<file path="src/rtl/ndm_pkg.sv">
// ----------------------------------------------------------------------------
// ndm_pkg
// Shared constants, field layout and controller/datapath interface types of
// the nearest descriptor match unit.
// ----------------------------------------------------------------------------
package ndm_pkg;

  // default sizes
  localparam int DESC_LEN_DEF    = 32;
  localparam int MAX_TARGETS_DEF = 1024;

  // item field widths
  localparam int KIND_W    = 1;
  localparam int ENTRY_W   = 10;
  localparam int ELEMENT_W = 5;
  localparam int VALUE_W   = 16;
  localparam int TCOUNT_W  = 11;
  localparam int QNUM_W    = 16;
  localparam int MIDX_W    = 10;
  localparam int DIST_W    = 37;

  // input tdata layout, lowest bit first: entry, element, value
  localparam int ENTRY_LSB    = 0;
  localparam int ELEMENT_LSB  = ENTRY_LSB + ENTRY_W;
  localparam int VALUE_LSB    = ELEMENT_LSB + ELEMENT_W;
  localparam int S_TDATA_W    = 32;

  // output tdata layout, lowest bit first: query_number, match_index,
  // best_distance_sq
  localparam int QNUM_LSB     = 0;
  localparam int MIDX_LSB     = QNUM_LSB + QNUM_W;
  localparam int DIST_LSB     = MIDX_LSB + MIDX_W;
  localparam int M_TDATA_W    = 64;

  localparam logic [DIST_W-1:0] DIST_MAX = {DIST_W{1'b1}};

  // absolute difference is at most 16 bits, its square 32 bits
  localparam int SQ_W = 32;

  // item kind codes
  localparam logic [KIND_W-1:0] KIND_TARGET = 1'b0;
  localparam logic [KIND_W-1:0] KIND_QUERY  = 1'b1;

  typedef struct packed {
    logic accept;  // input transaction taken this cycle
    logic start;   // clear the running best for a new scan
    logic issue;   // read the target at scan_addr
    logic emit;    // load the result register
  } ndm_cmd_t;

  typedef struct packed {
    logic final_query;  // current input completes a query
    logic busy;         // distances still in flight
    logic out_free;     // result register can take a new result
  } ndm_sts_t;

endpackage

</file>
<file path="src/rtl/ndm_ctrl.sv">
// ----------------------------------------------------------------------------
// ndm_ctrl
// Sequencer: takes input transactions, walks the loaded targets during a
// scan, waits for the distance pipeline to drain and hands off the result.
// ----------------------------------------------------------------------------
module ndm_ctrl #(
  parameter int MAX_TARGETS = ndm_pkg::MAX_TARGETS_DEF,
  localparam int IDX_W = (MAX_TARGETS > 1) ? $clog2(MAX_TARGETS) : 1,
  localparam int CNT_W = $clog2(MAX_TARGETS + 1)
) (
  input  logic                          clk,
  input  logic                          rst,
  input  logic                          s_tvalid,
  output logic                          s_tready,
  input  logic                          cfg_wr_en,
  input  logic [ndm_pkg::TCOUNT_W-1:0]  cfg_wr_data,
  input  ndm_pkg::ndm_sts_t             sts,
  output ndm_pkg::ndm_cmd_t             cmd,
  output logic [IDX_W-1:0]              scan_addr
);

  typedef enum logic [2:0] {
    ST_IDLE  = 3'b001,
    ST_SCAN  = 3'b010,
    ST_DRAIN = 3'b100
  } state_t;

  state_t                       state, state_next;
  logic [ndm_pkg::TCOUNT_W-1:0] target_count;
  logic [CNT_W-1:0]             scan_len;
  logic [CNT_W-1:0]             cnt, cnt_next;

  // saturate the searched count at the store size
  always_comb begin
    if (32'(target_count) > 32'(MAX_TARGETS)) begin
      scan_len = CNT_W'(MAX_TARGETS);
    end else begin
      scan_len = CNT_W'(target_count);
    end
  end

  assign s_tready  = (state == ST_IDLE);
  assign scan_addr = cnt[IDX_W-1:0];

  always_comb begin
    state_next = state;
    cnt_next   = cnt;
    cmd        = '0;
    unique case (state)
      ST_IDLE: begin
        cmd.accept = s_tvalid;
        if (s_tvalid && sts.final_query) begin
          cmd.start = 1'b1;
          cnt_next  = '0;
          state_next = (scan_len == '0) ? ST_DRAIN : ST_SCAN;
        end
      end
      ST_SCAN: begin
        cmd.issue = 1'b1;
        cnt_next  = CNT_W'(cnt + 1'b1);
        if (CNT_W'(cnt + 1'b1) == scan_len) begin
          state_next = ST_DRAIN;
        end
      end
      ST_DRAIN: begin
        if (!sts.busy && sts.out_free) begin
          cmd.emit   = 1'b1;
          state_next = ST_IDLE;
        end
      end
      default: begin
        state_next = ST_IDLE;
      end
    endcase
  end

  always_ff @(posedge clk) begin
    if (rst) begin
      state        <= ST_IDLE;
      cnt          <= '0;
      target_count <= '0;
    end else begin
      state <= state_next;
      cnt   <= cnt_next;
      if (cfg_wr_en) begin
        target_count <= cfg_wr_data;
      end
    end
  end

endmodule

</file>
<file path="config.mk">
export PLATFORM = sky130hd
export DESIGN_NAME = ndm_ctrl
export DESIGN_NICKNAME = d
export VERILOG_FILES = /design/src/rtl/ndm_pkg.sv /design/src/rtl/ndm_ctrl.sv
export SDC_FILE = /design/constraint.sdc
export NUM_CORES = 1
export LEC_CHECK = 0
export ABC_AREA = 0
export BUFFER_PORTS_ARGS = -buffer_cell sky130_fd_sc_hd__buf_2
export CAP_MARGIN = 20
export CELL_PAD_IN_SITES_DETAIL_PLACEMENT = 0
export CELL_PAD_IN_SITES_GLOBAL_PLACEMENT = 2
export CORE_UTILIZATION = 30
export CTS_BUF_LIST = sky130_fd_sc_hd__clkbuf_16
export CTS_CLUSTER_SIZE = 12
export DETAILED_ROUTE_END_ITERATION = 10
export GPL_TIMING_DRIVEN = 0
export MAX_ROUTING_LAYER = met4
export PLACE_DENSITY = 0.73
export REMOVE_ABC_BUFFERS = 1
export SLEW_MARGIN = 10
export SYNTH_ARGS = -nofsm -noshare
export SYNTH_HDL_FRONTEND = slang
export SYNTH_SLANG_ARGS = --single-unit
</file>
<file path="constraint.sdc">
create_clock -name clk -period 5.56 [get_ports clk]
set_input_delay 1.112 -clock clk [delete_from_list [all_inputs] [get_ports clk]]
set_output_delay 1.112 -clock clk [all_outputs]
set_load 0.02 [all_outputs]
</file>
======== After elaboration in Yosys (flattened, before gate mapping) ========
Index checks and enable logic that the tools add are counted.
operators by class
  div/mod/pow operators ................... 0
  bitwise gates (word level) .............. 0
  $lt $le $gt $ge ......................... 1
  shift operators ......................... 0
  add/subtract/negate cells ............... 1
  multiplexer cells ....................... 13
  $mul .................................... 0
  eq/ne operators ......................... 7
  reductions and logical operators ........ 7
operators by type and width
  kind                     number
  $mux W11                 2
  $pmux W11 S2             1
  $mux W3                  4
  $add A11 B1 Y11 const B  1
  $eq A11 B11 Y1           1
  $gt A11 B11 Y1 const B   1
  $logic_not A11 Y1        1
  $pmux W3 S3              1
  $mux W1                  4
  $ne A2 B2 Y1 const B     2
  $eq A3 B1 Y1 const B     1
  $eq A3 B2 Y1 const B     1
  $eq A3 B3 Y1 const B     1
  $reduce_and A3 Y1        1
  $logic_and A1 B1 Y1      2
  $mux W2                  1
  $ne A2 B1 Y1 const B     1
  $reduce_and A2 Y1        1
  $reduce_bool A2 Y1       1
  $logic_not A1 Y1         1
word-level totals
  bits in registers ....................... 25
  output and inout bits ................... 15
  bits of input ports ..................... 18
  bits in read-only memories .............. 0
  memories kept ........................... 0
  bits in latches ......................... 0
  bits in writable memories ............... 0

======== Depth between registers and ports, before layout ========
Gate-level depths: netlist of the first run.
  depth in word-level cells ............... 6
  depth in mapped cells ................... 8
  mapped depth without buffers ............ 8

======== Worst setup path before layout of the first run ========
OpenSTA, ideal clock, no wires.
  kind .................................... input-to-output
  start ................................... input sts[1] (netlist name)
  end ..................................... output cmd[0] (netlist name)
  data arrival time ....................... 2.023 ns
  path slack .............................. 2.425 ns
  stages on the path ...................... 2
  cell sequence ........................... nand2b_1 nor4b_1
RTL lines
  element      RTL line        RTL
  from (decl)  ndm_ctrl.sv:17  input ndm_pkg::ndm_sts_t sts,
  to (decl)    ndm_ctrl.sv:18  output ndm_pkg::ndm_cmd_t cmd,

==> results.yml, run 1 <==
logic_synthesis:
  synthesis.instances: 192
  post_synth_xor_area_fraction_pct: 5.64
  ys_warn_count: 0
  synth_compound_gate_area_share_pct: 16.0
  synth-async-reset-ratio_pct: 0
  synth_area_in_adders_pct: 0.806
  avgSynthCellArea_um2: 8.09
  post_synth_most_frequent_cells: "30 x sky130_fd_sc_hd__nor2_1, 25 x sky130_fd_sc_hd__dfxtp_1, 16 x sky130_fd_sc_hd__a21oi_1, 12 x sky130_fd_sc_hd__mux2i_1, 12 x sky130_fd_sc_hd__nand3_1"
  yosysTopAreaCell: "sky130_fd_sc_hd__dfxtp_1"
  yosysMostFrequentCell: "sky130_fd_sc_hd__nor2_1"
  mapped_cell_area_um2: 1550
  synthSimpleGateAreaFrac_pct: 28.3
  ys_seq_elements: 25
  synth_top_cells_by_area: "sky130_fd_sc_hd__dfxtp_1 32%, sky130_fd_sc_hd__mux2i_1 7.7%, sky130_fd_sc_hd__nor2_1 7.3%"
  synth_top_area_share_pct: 32.2
  synth_ff_type: "sky130_fd_sc_hd__dfxtp_1"
  synth_enable_flop_cells: 0
  main_combinational_cell_family_by_area_after_synthesis: "simple AND/OR/NAND/NOR gates"
  yosys.cell_types.count: 44
  post_synth_mux_area_share_pct: 7.74
  ys_seq_area_share_pct: 32.2
clocking:
  postCtsSetupRepairBufs: 0
  cts.root.buffer_cell: "sky130_fd_sc_hd__clkbuf_16"
  cts_max_path_buffers: 2
  insertion_delay_ns: 0.26
  clkSinkCount: 25
  cts_tree: "yes"
  cts_htree_levels: 1
  cts_hold_buf: 0
  postCtsResizedCells: 0
  cts.reportedPaths.clkPinSlew_ns: 0.07
  numCtsBuffers: 3
critical_path:
  path_cells: "nor3b_1 -> nand3_1 -> inv_1 -> buf_2"
  critical_path_required_ns: 4.45
  slowest_delay_ns: 0.58
  crit_path_leading_delay_family: "simple AND/OR/NAND/NOR gates"
  timing.critical_path.buf_inv: 2
  largest_fanout_of_any_net_on_the_critical_path: 6
  criticalPathCategory: "flop to output port"
  critPathCaptureType: "output port"
  worst_setup_path_start_kind: "flop"
  cpMaxStageDelayCell: "sky130_fd_sc_hd__nor3b_1"
  worstPathArrival_ns: 1.88
power:
  post-layout-total-power_mw: 0.545
  max-vdd-ir-drop_uv: 158
  power.density_cell_area_nw_per_um2: 311
  p_leak_nw: 0.736
timing:
  finalCritPeriodShare_pct: 53.9
  relSlewSlack_pct: 55.7
  rsz_0062_raised_after_global_routing: "no"
  slew_violations: 0
  report.final.hold_viol_count: 0
  tightest_slew_ns: 0.664
  final.setup_skew_ns: 0.00296
  fmax_ghz: 0.334
  finalSetupViolCount: 0
  setup_total_negative_slack_ns: 0
  final.min_clock_period_ns: 3.00
detailed_routing:
  drtAntennaViolNets: 0
  vias_per_cell: 4.84
  detail_route.iter0.violations: 30
  detailroute.via_count: 1336
  detail_route.first_pass.iterations: 4
  finalWirelength_um: 3650
  post_drt_wl_per_cell_um: 13.2
  drc_errors: 0
floorplanning:
  die_x_um: 73.9
  core_area_um2: 4850
  floorplan.rows: 25
  initial_utilization_pct: 32.0
  die_area_um2: 5470
  top_level_i_o_count: 33
  dieHeight_um: 73.9
final_layout:
  n_antenna_cell: 0
  area_delta_synth_final_pct: 12.7
  fin_nets: 229
  layout_cells_sized_above_1_pct: 21.1
global_routing:
  number_of_global_route_vias_before_repair: 1239
  largest_net_degree_at_the_start_of_global_routing: 26
  first_pass_grt_wire_length_um: 6020
  initial_antenna_violation_count: 0
  grt_util_all_layers_pct: 15.0
  globalRoute.totalOverflow: 0
placement:
  gp_routability_congestion: 0.879
  port_buffers: 32
  hpwlAfterDp_um: 2680
status:
  status: "completed"
hold_path:
  min-delay-path-class: "flop to flop"
job:
  cap_violations: 0
[registers in the layout, summed over array words and instances (netlist names)]
name          count
state             3
target_count     11
cnt              11
[kinds of logic (layout without fill, tap and decap cells)]
logic type	Yosys count	after routing
compound gates	38	38
xor+xnor	10	10
simple gates	83	83
buf+inv	23	40
flops	25	25
fa+ha+maj	1	1
mux	12	12
[where the power goes]
part | switching, mW | internal [mW]
clock network | 0.0704 | 0.0995
logic | 0.0979 | 0.0603
registers | 0.0209 | 0.196
total | 0.189 | 0.355
[metrics by stage]
step           cell area [um2]  worst slack, ns  util, %  hold WS [ns]  std cells
2_1_floorplan             1420             2.43        -         0.476        173
5_1_grt                   1750             2.40     36.1         0.536        276
3_3_place_gp              1670             2.63     34.4         0.490        272
6_report                  1750             2.56     36.1         0.508        276
3_5_place_dp              1670             2.60     34.4         0.505        272
4_1_cts                   1750             2.57     36.1         0.517        276
[final timing paths]
path	startpoint	to	slack [ns]	cells after the start
worst max-delay path	state[0]	cmd[2]	2.56	4
worst min-delay path	cnt[8]	cnt[8]	0.51	2
worst max register to register	cnt[0]	state[1]	3.11	8
worst min register to register	cnt[8]	cnt[8]	0.51	2
[cell type report]
type	instances	area, um2
clock inverter	1	8.76
fill	526	3100
inverter	4	15.0
sequential	25	500
timing repair buffer	32	160
multi-input combinational	144	907
clock buffer	3	75.1
tap	67	83.8
[metal layers]
layer | GRT usage (%) | share of wire [%] | vias to the layer above
li1 | - | - | 700
met1 | 19.4 | 49 | 605
met2 | 23.8 | 47 | 27
met3 | 2.03 | 2.7 | 4
met4 | 5.13 | 0.99 | 0
met5 | - | 0 | -
[tightest hold or removal path: stages (launching register included)]
cell                      delay (ns)
sky130_fd_sc_hd__dfxtp_1        0.33
sky130_fd_sc_hd__o21ai_0        0.07
sky130_fd_sc_hd__a21oi_1        0.06
[placed cells by master (no fill, tap or decap), types with 2 or more instances in the layout]
| cell type | count |
|---|---|
| sky130_fd_sc_hd__buf_2 | 32 |
| sky130_fd_sc_hd__nor4_1 | 2 |
| sky130_fd_sc_hd__nor2_1 | 30 |
| sky130_fd_sc_hd__nand2_1 | 10 |
| sky130_fd_sc_hd__mux2i_1 | 12 |
| sky130_fd_sc_hd__xor2_1 | 4 |
| sky130_fd_sc_hd__nor2b_1 | 4 |
| sky130_fd_sc_hd__nand2b_1 | 3 |
| sky130_fd_sc_hd__nor4b_1 | 2 |
| sky130_fd_sc_hd__nor3_1 | 5 |
| sky130_fd_sc_hd__xnor2_1 | 6 |
| sky130_fd_sc_hd__nand3_1 | 12 |
| sky130_fd_sc_hd__dfxtp_1 | 25 |
| sky130_fd_sc_hd__o21ai_0 | 7 |
| sky130_fd_sc_hd__nand4_2 | 2 |
| sky130_fd_sc_hd__clkbuf_16 | 3 |
| sky130_fd_sc_hd__nand3b_1 | 4 |
| sky130_fd_sc_hd__inv_1 | 4 |
| sky130_fd_sc_hd__a21o_1 | 4 |
| sky130_fd_sc_hd__a21oi_1 | 16 |
Note: power is estimated with default switching activity, not from simulation.
==> run 2: changes to the inputs <==
--- a/config.mk
+++ b/config.mk
@@ -10,13 +10,13 @@
 export CAP_MARGIN = 20
 export CELL_PAD_IN_SITES_DETAIL_PLACEMENT = 0
 export CELL_PAD_IN_SITES_GLOBAL_PLACEMENT = 2
-export CORE_UTILIZATION = 30
+export CORE_UTILIZATION = 28
 export CTS_BUF_LIST = sky130_fd_sc_hd__clkbuf_16
 export CTS_CLUSTER_SIZE = 12
 export DETAILED_ROUTE_END_ITERATION = 10
 export GPL_TIMING_DRIVEN = 0
 export MAX_ROUTING_LAYER = met4
-export PLACE_DENSITY = 0.73
+export PLACE_DENSITY = 0.72
 export REMOVE_ABC_BUFFERS = 1
 export SLEW_MARGIN = 10
 export SYNTH_ARGS = -nofsm -noshare
==> constraint.sdc (replaced) <==
create_clock -name clk -period 2.5 [get_ports clk]
set_input_delay 0.5 -clock clk [delete_from_list [all_inputs] [get_ports clk]]
set_output_delay 0.5 -clock clk [all_outputs]
set_load 0.02 [all_outputs]
==> run 2 against run 1 <==
Net effect:
- sequential share of layout area down 0.15 points
- first-iteration DRC count is 27% higher
- worst setup slack got worse by 2.3 ns
- utilization decreased by 2.4 points
- global-route usage shrank 0.99 points
- die area up 6.9%
- sequential cell count is the same
- power is 120% higher
- critical endpoint is now cmd[1]
==> results.yml, run 2 (synthesized netlist as in run 1, its figures left out) <==
status:
  status: "completed"
final_layout:
  final_common_cell: "sky130_fd_sc_hd__buf_2"
  fillers: 574
  reg_top3: "cnt: 11 flops, target_count: 11 flops, state: 3 flops"
  area_delta_synth_final_pct: 13.6
  layout_cells_sized_above_1_pct: 23.0
  final_design_area_no_fill_um2: 1760
  final_cell_mix: "32 x sky130_fd_sc_hd__buf_2, 28 x sky130_fd_sc_hd__nor2_1, 24 x sky130_fd_sc_hd__dfxtp_1"
  fin_nets: 229
  n_antenna_cell: 0
  postLayoutCoreUtil_pct: 33.7
timing:
  fmax_ghz: 0.439
  finalSetupViolCount: 0
  rsz_0062_raised_after_global_routing: "no"
  finalCritPeriodShare_pct: 91.1
  final.setup_skew_ns: 0.00145
  report.final.hold_viol_count: 0
  final_critical_path_setup_slack_ns: 0.222
  setup_total_negative_slack_ns: 0
  slew_violations: 0
  relSlewSlack_pct: 63.1
  final.min_clock_period_ns: 2.28
  tightest_slew_ns: 0.551
floorplanning:
  initial_utilization_pct: 29.6
  dieHeight_um: 76.5
  top_level_i_o_count: 33
  core_area_um2: 5240
  die_x_um: 76.5
  die_area_um2: 5850
  floorplan.rows: 26
clocking:
  cts_hold_buf: 0
  numCtsBuffers: 3
  clkSinkCount: 25
  cts_max_path_buffers: 2
  cts.root.buffer_cell: "sky130_fd_sc_hd__clkbuf_16"
  cts_tree: "yes"
  cts_htree_levels: 1
  cts.reportedPaths.clkPinSlew_ns: 0.07
  insertion_delay_ns: 0.26
detailed_routing:
  detail_route.first_pass.iterations: 4
  detailroute.via_count: 1362
  drc_errors: 0
  post_drt_wl_per_cell_um: 13.4
  vias_per_cell: 4.88
  finalWirelength_um: 3730
  drtAntennaViolNets: 0
  detail_route.iter0.violations: 38
global_routing:
  grt_util_all_layers_pct: 14.0
  largest_net_degree_at_the_start_of_global_routing: 26
  globalRoute.totalOverflow: 0
  initial_antenna_violation_count: 0
  number_of_global_route_vias_before_repair: 1327
  first_pass_grt_wire_length_um: 6420
critical_path:
  critical_path_required_ns: 2.00
  largest_fanout_of_any_net_on_the_critical_path: 15
  critPathCaptureType: "output port"
  criticalPathCategory: "flop to output port"
  worstPathArrival_ns: 1.78
  worst_setup_path_start_kind: "flop"
power:
  clock_power_share_pct: 30.5
  post-layout-total-power_mw: 1.21
  power_frac_seq_pct: 40.0
  p_leak_nw: 0.736
  sw_frac_of_total_pct: 34.5
  share_comb_of_total_power_pct: 29.5
  switching_power_mw: 0.418
  p_int_mw: 0.793
  power.density_cell_area_nw_per_um2: 686
  max-vdd-ir-drop_uv: 318
hold_path:
  min-delay-path-class: "input port to flop"
placement:
  hpwlAfterDp_um: 2750
  gp_routability_congestion: 0.741
  placement.cell_area_um2: 1670
  port_buffers: 32
  pre_cts_ws_ns: 0.0844
job:
  cap_violations: 0
[run 2: cell types whose count changed in the layout (fill, tap and decap cells not counted)]
cell / delta
sky130_fd_sc_hd__clkinvlp_4: +1
sky130_fd_sc_hd__dfxtp_1: -1
sky130_fd_sc_hd__dfxtp_2: +1
sky130_fd_sc_hd__inv_6: -1
sky130_fd_sc_hd__nor2_1: -2
sky130_fd_sc_hd__nor2_2: +2
sky130_fd_sc_hd__nor3b_1: -1
sky130_fd_sc_hd__nor3b_2: +1
[run 2: worst max-delay path, cell delays in order, from the launching register on]
cell	delay [ns]
sky130_fd_sc_hd__dfxtp_1	0.42
sky130_fd_sc_hd__nor2_1	0.06
sky130_fd_sc_hd__nand2_1	0.42
sky130_fd_sc_hd__inv_1	0.35
sky130_fd_sc_hd__buf_2	0.26
[run 2: layer usage]
layer | GRT usage (%) | vias up | part of all wire, %
met2 | 23.0 | 23 | 46
met4 | 4.04 | 0 | 0.62
met1 | 17.7 | 632 | 50
li1 | - | 705 | -
met3 | 1.92 | 2 | 2.5
met5 | - | - | 0
[run 2: path summary, 6_finish.rpt]
check | end | slack, ns | start | depth (start not counted)
max | cmd[1] | 0.22 | state[2] | 4
min | target_count[2] | 0.47 | cfg_wr_data[2] | 3
max reg2reg | state[1] | 0.23 | cnt[1] | 8
min reg2reg | cnt[8] | 0.51 | cnt[8] | 2
[run 2: layout make-up]
cell class                 instances  area (um2)  share of cell area, %
multi-input combinational        144         917                   52.0
sequential                        25         502                   28.4
timing repair buffer              32         160                   9.08
tap                               70        87.6                   4.96
clock buffer                       3        75.1                   4.26
inverter                           4        15.0                  0.851
clock inverter                     1        7.51                  0.426
[run 2: timing repair]
item | CTS | global route
resized for setup | 0 | 4
setup buffers | 0 | 0
setup endpoints to repair | 0 | 6
hold endpoints to repair | 0 | 0
[run 2: power groups by stage]
stage                     clock network, mW  logic [mW]  registers [mW]
after floorplan                           0       0.244           0.480
after CTS                             0.380       0.356           0.481
final                                 0.369       0.358           0.484
after global routing                  0.395       0.399           0.491
after detailed placement                  0       0.355           0.491
after global placement                    0       0.356           0.492
[run 2: stage by stage]
step / cells / hold WS, ns
final: 279 / 0.474
after detailed placement: 275 / 0.503
after global placement: 275 / 0.505
after floorplan: 173 / 0.476
after CTS: 279 / 0.474
after global routing: 279 / 0.482
==> run 3: changes to the inputs <==
--- a/config.mk
+++ b/config.mk
@@ -6,17 +6,18 @@
 export NUM_CORES = 1
 export LEC_CHECK = 0
 export ABC_AREA = 0
-export BUFFER_PORTS_ARGS = -buffer_cell sky130_fd_sc_hd__buf_2
 export CAP_MARGIN = 20
 export CELL_PAD_IN_SITES_DETAIL_PLACEMENT = 0
 export CELL_PAD_IN_SITES_GLOBAL_PLACEMENT = 2
-export CORE_UTILIZATION = 28
+export CORE_UTILIZATION = 30
 export CTS_BUF_LIST = sky130_fd_sc_hd__clkbuf_16
 export CTS_CLUSTER_SIZE = 12
 export DETAILED_ROUTE_END_ITERATION = 10
+export DONT_BUFFER_PORTS = 1
 export GPL_TIMING_DRIVEN = 0
+export HOLD_SLACK_MARGIN = 0.03
 export MAX_ROUTING_LAYER = met4
-export PLACE_DENSITY = 0.72
+export PLACE_DENSITY = 0.66
 export REMOVE_ABC_BUFFERS = 1
 export SLEW_MARGIN = 10
 export SYNTH_ARGS = -nofsm -noshare
==> run 3 against run 2 <==
Net effect:
- combinational power shrank 16%
- first-iteration DRC count grew 21%
- sequential power is essentially flat
- largest power group unchanged
- utilization shrank 0.57 points
==> results.yml, run 3 (synthesized netlist as in run 1, its figures left out) <==
global_routing:
  grt_util_all_layers_pct: 14.8
  number_of_global_route_vias_before_repair: 1252
  largest_net_degree_at_the_start_of_global_routing: 26
  globalRoute.totalOverflow: 0
  initial_antenna_violation_count: 0
  first_pass_grt_wire_length_um: 6020
power:
  p_leak_nw: 0.591
  max-vdd-ir-drop_uv: 267
  post-layout-total-power_mw: 1.15
  power.density_cell_area_nw_per_um2: 714
hold_path:
  min-delay-path-class: "input port to flop"
detailed_routing:
  post_drt_wl_per_cell_um: 14.8
  detail_route.first_pass.iterations: 4
  drc_errors: 0
  detail_route.iter0.violations: 46
  finalWirelength_um: 3610
  detailroute.via_count: 1309
  drtAntennaViolNets: 0
  vias_per_cell: 5.36
critical_path:
  largest_fanout_of_any_net_on_the_critical_path: 6
  critPathCaptureType: "output port"
  worst_setup_path_start_kind: "flop"
  criticalPathCategory: "flop to output port"
  critical_path_required_ns: 2.00
  worstPathArrival_ns: 1.78
clocking:
  insertion_delay_ns: 0.26
  numCtsBuffers: 3
  clkSinkCount: 25
  cts_htree_levels: 1
  cts.reportedPaths.clkPinSlew_ns: 0.07
  cts.root.buffer_cell: "sky130_fd_sc_hd__clkbuf_16"
  cts_max_path_buffers: 2
  cts_tree: "yes"
timing:
  final.min_clock_period_ns: 2.28
  tightest_slew_ns: 0.998
  slew_violations: 0
  finalSetupViolCount: 0
  relSlewSlack_pct: 32.5
  fmax_ghz: 0.438
  report.final.hold_viol_count: 0
  setup_total_negative_slack_ns: 0
  final_critical_path_setup_slack_ns: 0.218
  finalCritPeriodShare_pct: 91.3
  final.setup_skew_ns: 0.00322
  rsz_0062_raised_after_global_routing: "no"
placement:
  port_buffers: 0
  pre_cts_ws_ns: -0.228
  gp_routability_congestion: 0.771
  placed_cells: 240
  hpwlAfterDp_um: 2660
floorplanning:
  dieHeight_um: 73.9
  top_level_i_o_count: 33
  initial_utilization_pct: 32.0
  floorplan.rows: 25
  die_x_um: 73.9
  core_area_um2: 4850
  die_area_um2: 5470
final_layout:
  final_cell_mix: "29 x sky130_fd_sc_hd__nor2_1, 22 x sky130_fd_sc_hd__dfxtp_1, 16 x sky130_fd_sc_hd__a21oi_1"
  instances_no_fill: 244
  fin_nets: 197
  reg_top3: "cnt: 11 flops, target_count: 11 flops, state: 3 flops"
  final_common_cell: "sky130_fd_sc_hd__nor2_1"
  layout_cells_sized_above_1_pct: 10.2
  area_delta_synth_final_pct: 3.38
  n_antenna_cell: 0
status:
  status: "completed"
job:
  cap_violations: 0
[run 3: cell count changes in the layout (fill, tap and decap cells not counted)]
cell                         change
sky130_fd_sc_hd__buf_2          -32
sky130_fd_sc_hd__clkinv_2        +1
sky130_fd_sc_hd__clkinvlp_4      -1
sky130_fd_sc_hd__dfxtp_1         -2
sky130_fd_sc_hd__dfxtp_4         +2
sky130_fd_sc_hd__ha_1            -1
sky130_fd_sc_hd__ha_2            +1
sky130_fd_sc_hd__nor2_1          +1
sky130_fd_sc_hd__nor2_2          -1
[run 3: through the flow]
stage	util (%)	hold WS, ns	instance area, um2
2_1_floorplan	-	0.476	1420
3_3_place_gp	31.1	0.507	1510
3_5_place_dp	31.1	0.514	1510
4_1_cts	32.9	0.294	1590
5_1_grt	33.1	0.289	1610
6_report	33.1	0.298	1610
[run 3: path summary, 6_finish.rpt]
| check | start | cells past startpoint | endpoint | slack (ns) |
|---|---|---|---|---|
| worst max-delay path | state[0] | 3 | cmd[2] | 0.22 |
| worst min-delay path | rst | 1 | cnt[0] | 0.30 |
| worst max register to register | cnt[2] | 7 | state[1] | 0.23 |
| worst min register to register | target_count[8] | 2 | target_count[8] | 0.52 |
[run 3: repair_timing]
item                                    in CTS  in global routing
endpoints found under the setup margin      12                 11
pin swaps                                    0                  0
resized for setup                            3                  5
setup buffers                                0                  0
hold buffers                                 0                  0
[run 3: critical path, cell delays in order (launching register included)]
cell and delay [ns]:
sky130_fd_sc_hd__dfxtp_1 0.37, sky130_fd_sc_hd__nor3b_2 0.55, sky130_fd_sc_hd__nand3_1 0.32, sky130_fd_sc_hd__inv_1 0.28
[run 3: metal layers]
layer | vias to the layer above | GRT usage [%] | wire length [um]
met5 | - | - | 0
met2 | 44 | 23.9 | 1710
li1 | 642 | - | -
met1 | 621 | 18.6 | 1610
met3 | 2 | 3.79 | 273
met4 | 0 | 3.21 | 22
[run 3: report_power, final]
group	switching, mW	total, mW	internal, mW
combinational	0.193	0.302	0.109
sequential	0.0506	0.485	0.435
clock	0.143	0.359	0.216
total	0.386	1.15	0.759
[run 3: layout make-up]
type / count / area (um2)
Fill cell: 525 / 3240
Multi-Input combinational cell: 144 / 917
Sequential cell: 25 / 509
Tap cell: 67 / 83.8
Clock buffer: 3 / 75.1
Inverter: 4 / 15.0
Clock inverter: 1 / 5.00
